`src/rtl/ofd_pkg.sv`:
```
// shared types and constants of the optical flow frame deframer
package ofd_pkg;

    localparam logic [7:0] START_BYTE  = 8'hFE;
    localparam logic [7:0] LEN_BYTE    = 8'h0A;
    localparam logic [7:0] END_BYTE    = 8'h55;
    localparam int         PAYLOAD_LEN = 10;

    localparam logic [1:0] STATUS_OK       = 2'd0;
    localparam logic [1:0] STATUS_CSUM_ERR = 2'd1;
    localparam logic [1:0] STATUS_BAD_END  = 2'd2;

    typedef struct packed {
        logic        [1:0]  frame_status;
        logic signed [15:0] x_flow;
        logic signed [15:0] y_flow;
        logic        [15:0] integration_time;
        logic        [15:0] ground_distance;
        logic        [7:0]  quality_status;
        logic        [7:0]  firmware_version;
    } result_t;

endpackage

```
`src/rtl/ofd_parser.sv`:
```
// byte-serial frame parser: phase tracking, payload capture, checksum and decode
module ofd_parser (
    input  logic            clk,
    input  logic            rst_n,
    input  logic            byte_accept,
    input  logic [7:0]      rx_byte,
    input  logic            res_blocked,
    output logic            byte_stall,
    output logic            res_load,
    output ofd_pkg::result_t res
);

    localparam logic [3:0] PH_HUNT = 4'd0;
    localparam logic [3:0] PH_LEN  = 4'd1;
    localparam logic [3:0] PH_PAY0 = 4'd2;
    localparam logic [3:0] PH_PAY9 = 4'd11;
    localparam logic [3:0] PH_CSUM = 4'd12;
    localparam logic [3:0] PH_END  = 4'd13;

    logic [3:0] phase_reg;
    logic [3:0] phase_next;
    logic [7:0] xor_reg;
    logic [7:0] xor_next;
    logic [7:0] csum_reg;
    logic [7:0] payload_reg [ofd_pkg::PAYLOAD_LEN];

    // only the end byte produces a result, so only it waits on the output
    assign byte_stall = (phase_reg == PH_END) && res_blocked;

    always_comb
    begin
        phase_next = phase_reg;
        xor_next   = xor_reg;
        res_load   = 1'b0;
        if (byte_accept)
        begin
            unique case (phase_reg) inside
                PH_LEN:
                begin
                    if (rx_byte == ofd_pkg::LEN_BYTE)
                    begin
                        xor_next   = 8'h00;
                        phase_next = PH_PAY0;
                    end
                    else if (rx_byte == ofd_pkg::START_BYTE)
                    begin
                        phase_next = PH_LEN;
                    end
                    else
                    begin
                        phase_next = PH_HUNT;
                    end
                end
                [PH_PAY0:PH_PAY9]:
                begin
                    xor_next   = xor_reg ^ rx_byte;
                    phase_next = phase_reg + 4'd1;
                end
                PH_CSUM:
                begin
                    phase_next = PH_END;
                end
                PH_END:
                begin
                    phase_next = PH_HUNT;
                    res_load   = 1'b1;
                end
                default:
                begin
                    // hunt, and the two unused codes behave the same
                    phase_next = (rx_byte == ofd_pkg::START_BYTE) ? PH_LEN : PH_HUNT;
                end
            endcase
        end
    end

    // result decode, little-endian fields, zeroed on a failed frame
    always_comb
    begin
        res = '0;
        if (rx_byte != ofd_pkg::END_BYTE)
        begin
            res.frame_status = ofd_pkg::STATUS_BAD_END;
        end
        else if (xor_reg != csum_reg)
        begin
            res.frame_status = ofd_pkg::STATUS_CSUM_ERR;
        end
        else
        begin
            res.frame_status     = ofd_pkg::STATUS_OK;
            res.x_flow           = $signed({payload_reg[1], payload_reg[0]});
            res.y_flow           = $signed({payload_reg[3], payload_reg[2]});
            res.integration_time = {payload_reg[5], payload_reg[4]};
            res.ground_distance  = {payload_reg[7], payload_reg[6]};
            res.quality_status   = payload_reg[8];
            res.firmware_version = payload_reg[9];
        end
    end

    always_ff @(posedge clk or negedge rst_n)
    begin
        if (!rst_n)
        begin
            phase_reg <= PH_HUNT;
            xor_reg   <= 8'h00;
        end
        else
        begin
            phase_reg <= phase_next;
            xor_reg   <= xor_next;
        end
    end

    always_ff @(posedge clk)
    begin
        if (byte_accept)
        begin
            for (int i = 0; i < ofd_pkg::PAYLOAD_LEN; i++)
            begin
                if (phase_reg == 4'(int'(PH_PAY0) + i))
                begin
                    payload_reg[i] <= rx_byte;
                end
            end
            if (phase_reg == PH_CSUM)
            begin
                csum_reg <= rx_byte;
            end
        end
    end

    a_end_returns_to_hunt : assert property (@(posedge clk) disable iff (!rst_n)
        res_load |=> phase_reg == PH_HUNT)
        else $error("phase did not return to hunt after a result");

    a_stall_only_on_end : assert property (@(posedge clk) disable iff (!rst_n)
        byte_stall |-> phase_reg == PH_END && res_blocked)
        else $error("byte stalled outside the end phase");

    // checked only on entry, the phase may sit in the first payload slot while idle
    a_payload_follows_length : assert property (@(posedge clk) disable iff (!rst_n)
        phase_reg == PH_PAY0 && $past(phase_reg) != PH_PAY0 |-> $past(phase_reg) == PH_LEN
            && $past(rx_byte) == ofd_pkg::LEN_BYTE)
        else $error("payload phase entered without a length byte");

endmodule

```
`src/rtl/optical_flow_frame_deframer_top.sv`:
```
// top level of the optical flow frame deframer
// result: valid in the cycle after its end byte transaction is accepted
// throughput: one byte per cycle; the end byte alone waits while a prior result is held
// reset: asynchronous active low, parser returns to hunting and the result register empties
// payload and checksum storage is not reset, every entry is written before it is read
module optical_flow_frame_deframer_top (
    input  logic               clk,
    input  logic               rst_n,
    // byte input channel
    input  logic               rx_valid,
    output logic               rx_stall,
    input  logic [7:0]         rx_byte,
    // frame result channel
    output logic               frame_valid,
    input  logic               frame_stall,
    output logic [1:0]         frame_status,
    output logic signed [15:0] x_flow,
    output logic signed [15:0] y_flow,
    output logic [15:0]        integration_time,
    output logic [15:0]        ground_distance,
    output logic [7:0]         quality_status,
    output logic [7:0]         firmware_version
);

    logic             byte_accept;
    logic             res_blocked;
    logic             res_load;
    ofd_pkg::result_t res;
    ofd_pkg::result_t res_reg;
    logic             out_valid_reg;
    logic             out_valid_next;

    // held result that the downstream side is not taking this cycle
    assign res_blocked = out_valid_reg && frame_stall;
    assign byte_accept = rx_valid && !rx_stall;

    ofd_parser u_parser (
        .clk         (clk),
        .rst_n       (rst_n),
        .byte_accept (byte_accept),
        .rx_byte     (rx_byte),
        .res_blocked (res_blocked),
        .byte_stall  (rx_stall),
        .res_load    (res_load),
        .res         (res)
    );

    // output register: a new result replaces one leaving in the same cycle
    always_comb
    begin
        if (res_load)
        begin
            out_valid_next = 1'b1;
        end
        else if (!frame_stall)
        begin
            out_valid_next = 1'b0;
        end
        else
        begin
            out_valid_next = out_valid_reg;
        end
    end

    always_ff @(posedge clk or negedge rst_n)
    begin
        if (!rst_n)
        begin
            out_valid_reg <= 1'b0;
        end
        else
        begin
            out_valid_reg <= out_valid_next;
        end
    end

    // result payload, no reset needed
    always_ff @(posedge clk)
    begin
        if (res_load)
        begin
            res_reg <= res;
        end
    end

    assign frame_valid      = out_valid_reg;
    assign frame_status     = res_reg.frame_status;
    assign x_flow           = res_reg.x_flow;
    assign y_flow           = res_reg.y_flow;
    assign integration_time = res_reg.integration_time;
    assign ground_distance  = res_reg.ground_distance;
    assign quality_status   = res_reg.quality_status;
    assign firmware_version = res_reg.firmware_version;

    a_load_never_overwrites : assert property (@(posedge clk) disable iff (!rst_n)
        res_load |-> !res_blocked)
        else $error("result loaded over a held transaction");

    a_load_shows_valid : assert property (@(posedge clk) disable iff (!rst_n)
        res_load |=> frame_valid)
        else $error("loaded result not presented");

    a_status_legal : assert property (@(posedge clk) disable iff (!rst_n)
        frame_valid |-> frame_status == ofd_pkg::STATUS_OK
            || frame_status == ofd_pkg::STATUS_CSUM_ERR
            || frame_status == ofd_pkg::STATUS_BAD_END)
        else $error("illegal frame status code");

    a_failed_frame_zero : assert property (@(posedge clk) disable iff (!rst_n)
        frame_valid && frame_status != ofd_pkg::STATUS_OK |-> x_flow == 16'sd0
            && y_flow == 16'sd0 && integration_time == 16'd0 && ground_distance == 16'd0
            && quality_status == 8'd0 && firmware_version == 8'd0)
        else $error("failed frame carries nonzero fields");

endmodule
```
`config.mk`:
```
export PLATFORM = sky130hd
export DESIGN_NAME = optical_flow_frame_deframer_top
export DESIGN_NICKNAME = d
export VERILOG_FILES = /design/src/rtl/ofd_pkg.sv /design/src/rtl/ofd_parser.sv /design/src/rtl/optical_flow_frame_deframer_top.sv
export SDC_FILE = /design/constraint.sdc
export NUM_CORES = 1
export LEC_CHECK = 0
export ABC_CLOCK_PERIOD_IN_PS = 6700
export BUFFER_PORTS_ARGS = -buffer_cell sky130_fd_sc_hd__buf_2
export CAP_MARGIN = 15
export CORE_MARGIN = 3
export CORE_UTILIZATION = 50
export CTS_CLUSTER_SIZE = 24
export DETAILED_ROUTE_END_ITERATION = 16
export PLACE_DENSITY_LB_ADDON = 0.15
export SYNTH_ARGS = -nofsm -noshare
export SYNTH_HDL_FRONTEND = slang
export SYNTH_SLANG_ARGS = --single-unit
```
`constraint.sdc`:
```
create_clock -name clk -period 6.7 [get_ports clk]
set_input_delay 0 -clock clk [delete_from_list [all_inputs] [get_ports clk]]
set_output_delay 0 -clock clk [all_outputs]
set_load 0.005 [all_outputs]
```
==> metrics, run 1 <==
CP arrival 3.01 ns; XOR/XNOR Fraction of Synth Area 1.03%; DR pass1 iterations 4; hold path start rx_byte[6]; initial antenna violation count 0; global route total overflow 0; P_leak 2.71 nW; RD Place Congestion 0.831; HPWL after DPL 7500 microns; Yosys Warn Count 0; via count 3490; max cap viols 0; Area contributors post-synth edfxtp_1 75%, dfrtp_1 4.8%, and2_2 4.1%; Gate Count Post-Synth 400; Die Y 122 microns; most common cell after layout, fill and taps aside edfxtp_1; FF-to-FF Start u_parser.phase_reg[1]$_DFFE_PN0P_; largest net degree at the start of global routing 65; final hold slack 0.0203 ns; Mean Syn Cell Area 17.0 sq um; FF-to-FF path depth 6; vias in the first global route 3396; GRT Total Usage 17.5%; RR Endpoint y_flow[12]$_SDFFCE_PP0P_; Hold Path Depth 1; Max Freq 337 MHz; leading area contributor after synthesis edfxtp_1; Yosys reg bits 183; Largest register FFs 80; Final Hold Vio Count 0; Synth Area in Adders 0.738%; worst vdd ir 163 uV; fin util 63.0%; Max transition margin 29.1%; R2R Setup Slk 3.73 ns; minimum clock period 2.97 ns; Setup crit start kind register; kind of critical path register to register; core area 12900 sq um; Slew @ Worst Pin 1.06 ns; Worst Clk Skew 0.00867 ns; first-pass GRT wire length 18900 microns; Detail Route Antenna Nets 0; CTS sink count 183; final instance area 8140 sq um; share of cells above drive strength 1 32.0%; CP required 6.74 ns; final period utilization 44.3%; worst-path fanout max 64; CP Capture Type register; commonest cells after routing, fill and taps aside 170 x edfxtp_1, 95 x buf_2, 43 x and2_1; Clk Latency, worst-skew pair 0.42 ns; post-synthesis mux area share 0%; cell area after synthesis 6780 sq um; RSZ-0062 raised after global routing no; clk slew on worst S/H paths 0.06 ns; Setup TNS 0 ns; drt wl/cell 17.6 microns; Worst Hold Path EP u_parser.payload_reg[7][6]$_DFFE_PP_; largest family of logic cells by synthesized area simple AND/OR/NAND/NOR gates; number of vias per cell 5.03; Longest Clk Path Bufs 2; final setup fails 0; sequential-to-total area share from yosys stat 80.1%; fin nets 527; Synth Area in Simple Gates 13.0%; input/output buffers 95; post-CTS resize count 0; Netlist cell types 41; TritonCTS clock tree done; first-iteration detailed-routing DRC count 325; Post-route DRC 0; Synth Net Count 416; Antenna diodes 0; status finished clean; Die Wd 122 microns; H-tree Lvls 4; clock root cell clkbuf_16; Slew Viols, Final 0; Reg area 5430 sq um; # fillers 984; top cell type's share of synthesized area 75.3%; IO Count 96; Pwr Density 345 nW/um^2; Multi-input gate area 1250 sq um; Hold Crit Class primary input to register; Area Growth Syn to Fin 20.0%; Synth Area in Compound Gates 3.54%; CTS buffer count 17; Post-Route WL 12200 microns; Initial Util 52.5%; placed instance area 7440 sq um; Die Area 15000 sq um; FP Rows 41
-- how the worst max path moves through the flow --
stage                                      startpoint                                 to  slack, ns
finish              u_parser.phase_reg[1]$_DFFE_PN0P_           y_flow[12]$_SDFFCE_PP0P_       3.73
global route        u_parser.phase_reg[1]$_DFFE_PN0P_           y_flow[12]$_SDFFCE_PP0P_       3.50
CTS                                        rx_byte[0]           x_flow[12]$_SDFFCE_PP0P_       3.59
detailed placement                         rx_byte[3]           x_flow[12]$_SDFFCE_PP0P_       3.64
global placement                           rx_byte[3]           y_flow[14]$_SDFFCE_PP0P_       3.77
floorplan           u_parser.phase_reg[1]$_DFFE_PN0P_  firmware_version[0]$_SDFFCE_PP0P_       1.72
-- critical path, cell delays in order (launching register included) --
cell,delay (ns)
dfrtp_1,0.47
inv_1,0.10
ha_1,0.25
nand2_1,0.21
o211ai_1,0.19
nor2_4,0.56
buf_4,0.73
-- synth_stat cells --
cell,count
clkbuf_1,8
nand3_1,4
o21a_1,2
edfxtp_1,170
o31ai_1,1
nand4_1,1
ha_1,4
nor4_4,1
and3_1,1
a31oi_1,1
and3b_1,1
nand2b_1,2
o21ai_0,1
or4b_1,1
nor3_1,12
o21bai_1,1
nor2_1,13
o22ai_1,9
or3_4,1
a211oi_1,9
a211o_1,1
nor4_1,2
or3b_2,1
and2_2,37
nand2_1,19
o211ai_1,1
nor3b_1,1
and2_0,1
or4_1,1
and2_1,43
o22a_1,1
nor2b_1,1
a41oi_1,1
nand4bb_1,1
a21o_1,1
a221oi_1,1
xnor2_1,8
clkbuf_2,8
a21oi_1,5
inv_1,10
dfrtp_1,13
-- final cells by class --
type | instances | area share, %
flip-flops and latches | 183 | 66.7
clock inverters | 11 | 2.23
well taps | 172 | 2.64
inverters | 10 | 0.461
multi-input cells | 191 | 15.4
clock buffers | 19 | 5.32
repair buffers | 108 | 7.27
-- layer usage --
| metal | vias to the layer above | share of wire, % | GRT usage [%] |
|---|---|---|---|
| li1 | 1687 | - | - |
| met1 | 1686 | 42 | 23.4 |
| met2 | 111 | 50 | 27.2 |
| met3 | 6 | 7.2 | 4.93 |
| met4 | 0 | 0.75 | 7.07 |
| met5 | - | 0 | 0 |
-- kinds of logic (layout without fill, tap and decap cells) --
| kind of cell | Yosys count | after routing |
|---|---|---|
| xor+xnor | 8 | 8 |
| compound gates | 35 | 35 |
| flops | 183 | 183 |
| fa+ha+maj | 4 | 4 |
| simple gates | 144 | 144 |
| buf+inv | 26 | 148 |
-- through the flow --
step                worst slack, ns  std cells  power [mW]
detailed placement             3.64        655        1.80
CTS                            3.59        692        2.83
global route                   3.50        694        2.94
floorplan                      1.72        400        1.69
finish                         3.73        694        2.81
global placement               3.77        655        1.79
-- report_power, final --
| part | internal (mW) | total, mW | switching [mW] | leakage, nW |
|---|---|---|---|---|
| logic | 0.135 | 0.352 | 0.217 | 0.866 |
| registers | 1.37 | 1.43 | 0.0670 | 1.55 |
| clock network | 0.652 | 1.03 | 0.375 | 0.291 |
| total | 2.15 | 2.81 | 0.659 | 2.71 |
-- timing repair --
item	4_1_cts	5_1_grt
hold buffers	7	0
setup buffers	0	0
hold endpoints to repair	27	0
Power figures use the tool's default switching activity.
==> run 2, diff against run 1 <==
--- a/config.mk
+++ b/config.mk
@@ -5,7 +5,7 @@
 export SDC_FILE = /design/constraint.sdc
 export NUM_CORES = 1
 export LEC_CHECK = 0
-export ABC_CLOCK_PERIOD_IN_PS = 6700
+export ABC_CLOCK_PERIOD_IN_PS = 2700
 export BUFFER_PORTS_ARGS = -buffer_cell sky130_fd_sc_hd__buf_2
 export CAP_MARGIN = 15
 export CORE_MARGIN = 3
==> constraint.sdc (replaced) <==
create_clock -name clk -period 2.7 [get_ports clk]
set_input_delay 0 -clock clk [delete_from_list [all_inputs] [get_ports clk]]
set_output_delay 0 -clock clk [all_outputs]
set_load 0.005 [all_outputs]
==> metrics, run 2 (synthesis results as in run 1) <==
IO Count 96; CTS buffer count 17; Slew @ Worst Pin 0.718 ns; FP Rows 41; DR WL met3 760 microns; DR pass1 iterations 4; Setup crit start kind register; vias in the first global route 3360; fin nets 535; Internal 5.28 mW; Switching Share 24.3%; Detail Route Antenna Nets 0; CP Capture Type register; drt wl/cell 17.3 microns; RD Place Congestion 0.875; clock root cell clkbuf_16; H-tree Lvls 4; P_leak 2.75 nW; core area 12900 sq um; global route total overflow 0; placed insts 668; most common cell after layout, fill and taps aside edfxtp_1; first-pass GRT wire length 18200 microns; Post-route DRC 0; CP delay by family, top simple AND/OR/NAND/NOR gates; final period utilization 83.9%; Worst Clk Skew 0.00936 ns; Area Growth Syn to Fin 21.2%; final setup fails 0; Die Wd 122 microns; M1 wire length 5350 microns; RSZ-0062 raised after global routing no; WL met2 5760 microns; Max transition margin 52.0%; initial antenna violation count 0; Final Hold Vio Count 0; share of cells above drive strength 1 34.0%; commonest cells after routing, fill and taps aside 170 x edfxtp_1, 95 x buf_2, 43 x and2_1; sw power 1.70 mW; WP buf/inv 1; fin util 63.6%; Max Freq 441 MHz; worst vdd ir 421 uV; kind of critical path register to register; first-iteration detailed-routing DRC count 182; crit-path max cell delay 0.50 ns; Die Area 15000 sq um; Clk Latency, worst-skew pair 0.42 ns; Hold Crit Class primary input to async pin; GRT Total Usage 16.9%; Cell Count, Final, Fillers Out 704; Post-CTS Setup Bufs 0; max cap viols 0; Longest Clk Path Bufs 2; Antenna diodes 0; Slew Viols, Final 0; Sequential Power Share 50.7%; number of vias per cell 5.04; HPWL after DPL 7350 microns; CTS sink count 183; Max Used Layer met4; worst-path fanout max 9; Initial Util 52.5%; Largest register FFs 80; power share of the clock group 36.0%; Die Y 122 microns; via count 3551; largest net degree at the start of global routing 81; minimum clock period 2.27 ns; R2R Setup Slk 0.43 ns; TritonCTS clock tree done; CP arrival 2.56 ns; Post-Route WL 12200 microns; status finished clean; CP Cell Sequence inv_1 > ha_1 > or3b_2 > nand3_1 > a211o_1 > o22ai_1; clk slew on worst S/H paths 0.06 ns; Pwr Density 850 nW/um^2; CP max stage cell or3b_2; input/output buffers 95; Logic pwr share 13.3%; # fillers 968; Setup TNS 0 ns; CP required 2.99 ns
==> run 2: changes by cell type in the layout (fill, tap and decap cells not counted), sizes merged <==
| cell | delta |
|---|---|
| clkbuf | -2 |
| dlygate4sd3 | -3 |
| bufinv | -1 |
| clkinv | +2 |
| buf | +12 |
| clkinvlp | +2 |
==> run 2: timing repair <==
item                                    4_1_cts  5_1_grt
resized for setup                             0        0
endpoints found under the hold margin        27        0
hold buffers                                  4        0
endpoints found under the setup margin        0        0
==> run 2: cell type report <==
cell class,count,area [sq um],area share (%)
tap,172,215,2.62
sequential,183,5430,66.1
inverter,10,37.5,0.457
clock inverter,14,183,2.22
clock buffer,18,429,5.22
timing repair buffer,116,668,8.13
multi-input combinational,191,1250,15.3
==> run 2: power by group through the flow <==
stage / clock network (mW) / registers, mW / logic (mW)
detailed placement: 0 / 3.60 / 0.922
global placement: 0 / 3.59 / 0.893
finish: 2.51 / 3.54 / 0.927
CTS: 2.55 / 3.54 / 0.932
floorplan: 0 / 3.55 / 0.642
global route: 2.66 / 3.57 / 1.04
==> run 2: stage by stage <==
step                      hold slack, ns  power, mW  cell area, sq um  setup slack (ns)
after global placement           -0.0874       4.48              7560             0.592
after detailed placement         -0.0847       4.52              7560             0.456
after floorplan                   -0.296       4.19              6790           0.00395
after global routing             0.00984       7.27              8220             0.284
after CTS                        0.00249       7.03              8220             0.444
final                            0.00395       6.98              8220             0.435
==> run 2: worst paths after layout <==
| check | end | cells past startpoint | startpoint |
|---|---|---|---|
| setup / recovery | u_parser.xor_reg[0]$_DFFE_PN0P_ | 6 | u_parser.phase_reg[1]$_DFFE_PN0P_ |
| hold / removal | u_parser.xor_reg[2]$_DFFE_PN0P_ | 2 | rst_n |
| setup reg to reg | u_parser.xor_reg[0]$_DFFE_PN0P_ | 6 | u_parser.phase_reg[1]$_DFFE_PN0P_ |
| hold reg to reg | y_flow[10]$_SDFFCE_PP0P_ | 1 | u_parser.payload_reg[3][2]$_DFFE_PP_ |
| max in group asynchronous | u_parser.xor_reg[1]$_DFFE_PN0P_ | 2 | rst_n |
| min in group clk | frame_status[1]$_SDFFCE_PP1P_ | 3 | rx_byte[3] |
==> run 2: metal layers <==
layer  track usage, %  vias up
li1                 -     1711
met1             22.5     1693
met2             26.5      121
met3             4.10       26
met4             8.12        0
met5                0        -
==> run 2: worst register-to-register path, delay by kind of cell, from the launching register on <==
kind | cells | cell delay, ns
AND/OR/NAND/NOR | 2 | 0.81
AO/OA/AOI/OAI | 2 | 0.50
flip-flops | 1 | 0.46
adder cells (fa/ha/maj) | 1 | 0.26
buffers and inverters | 1 | 0.11
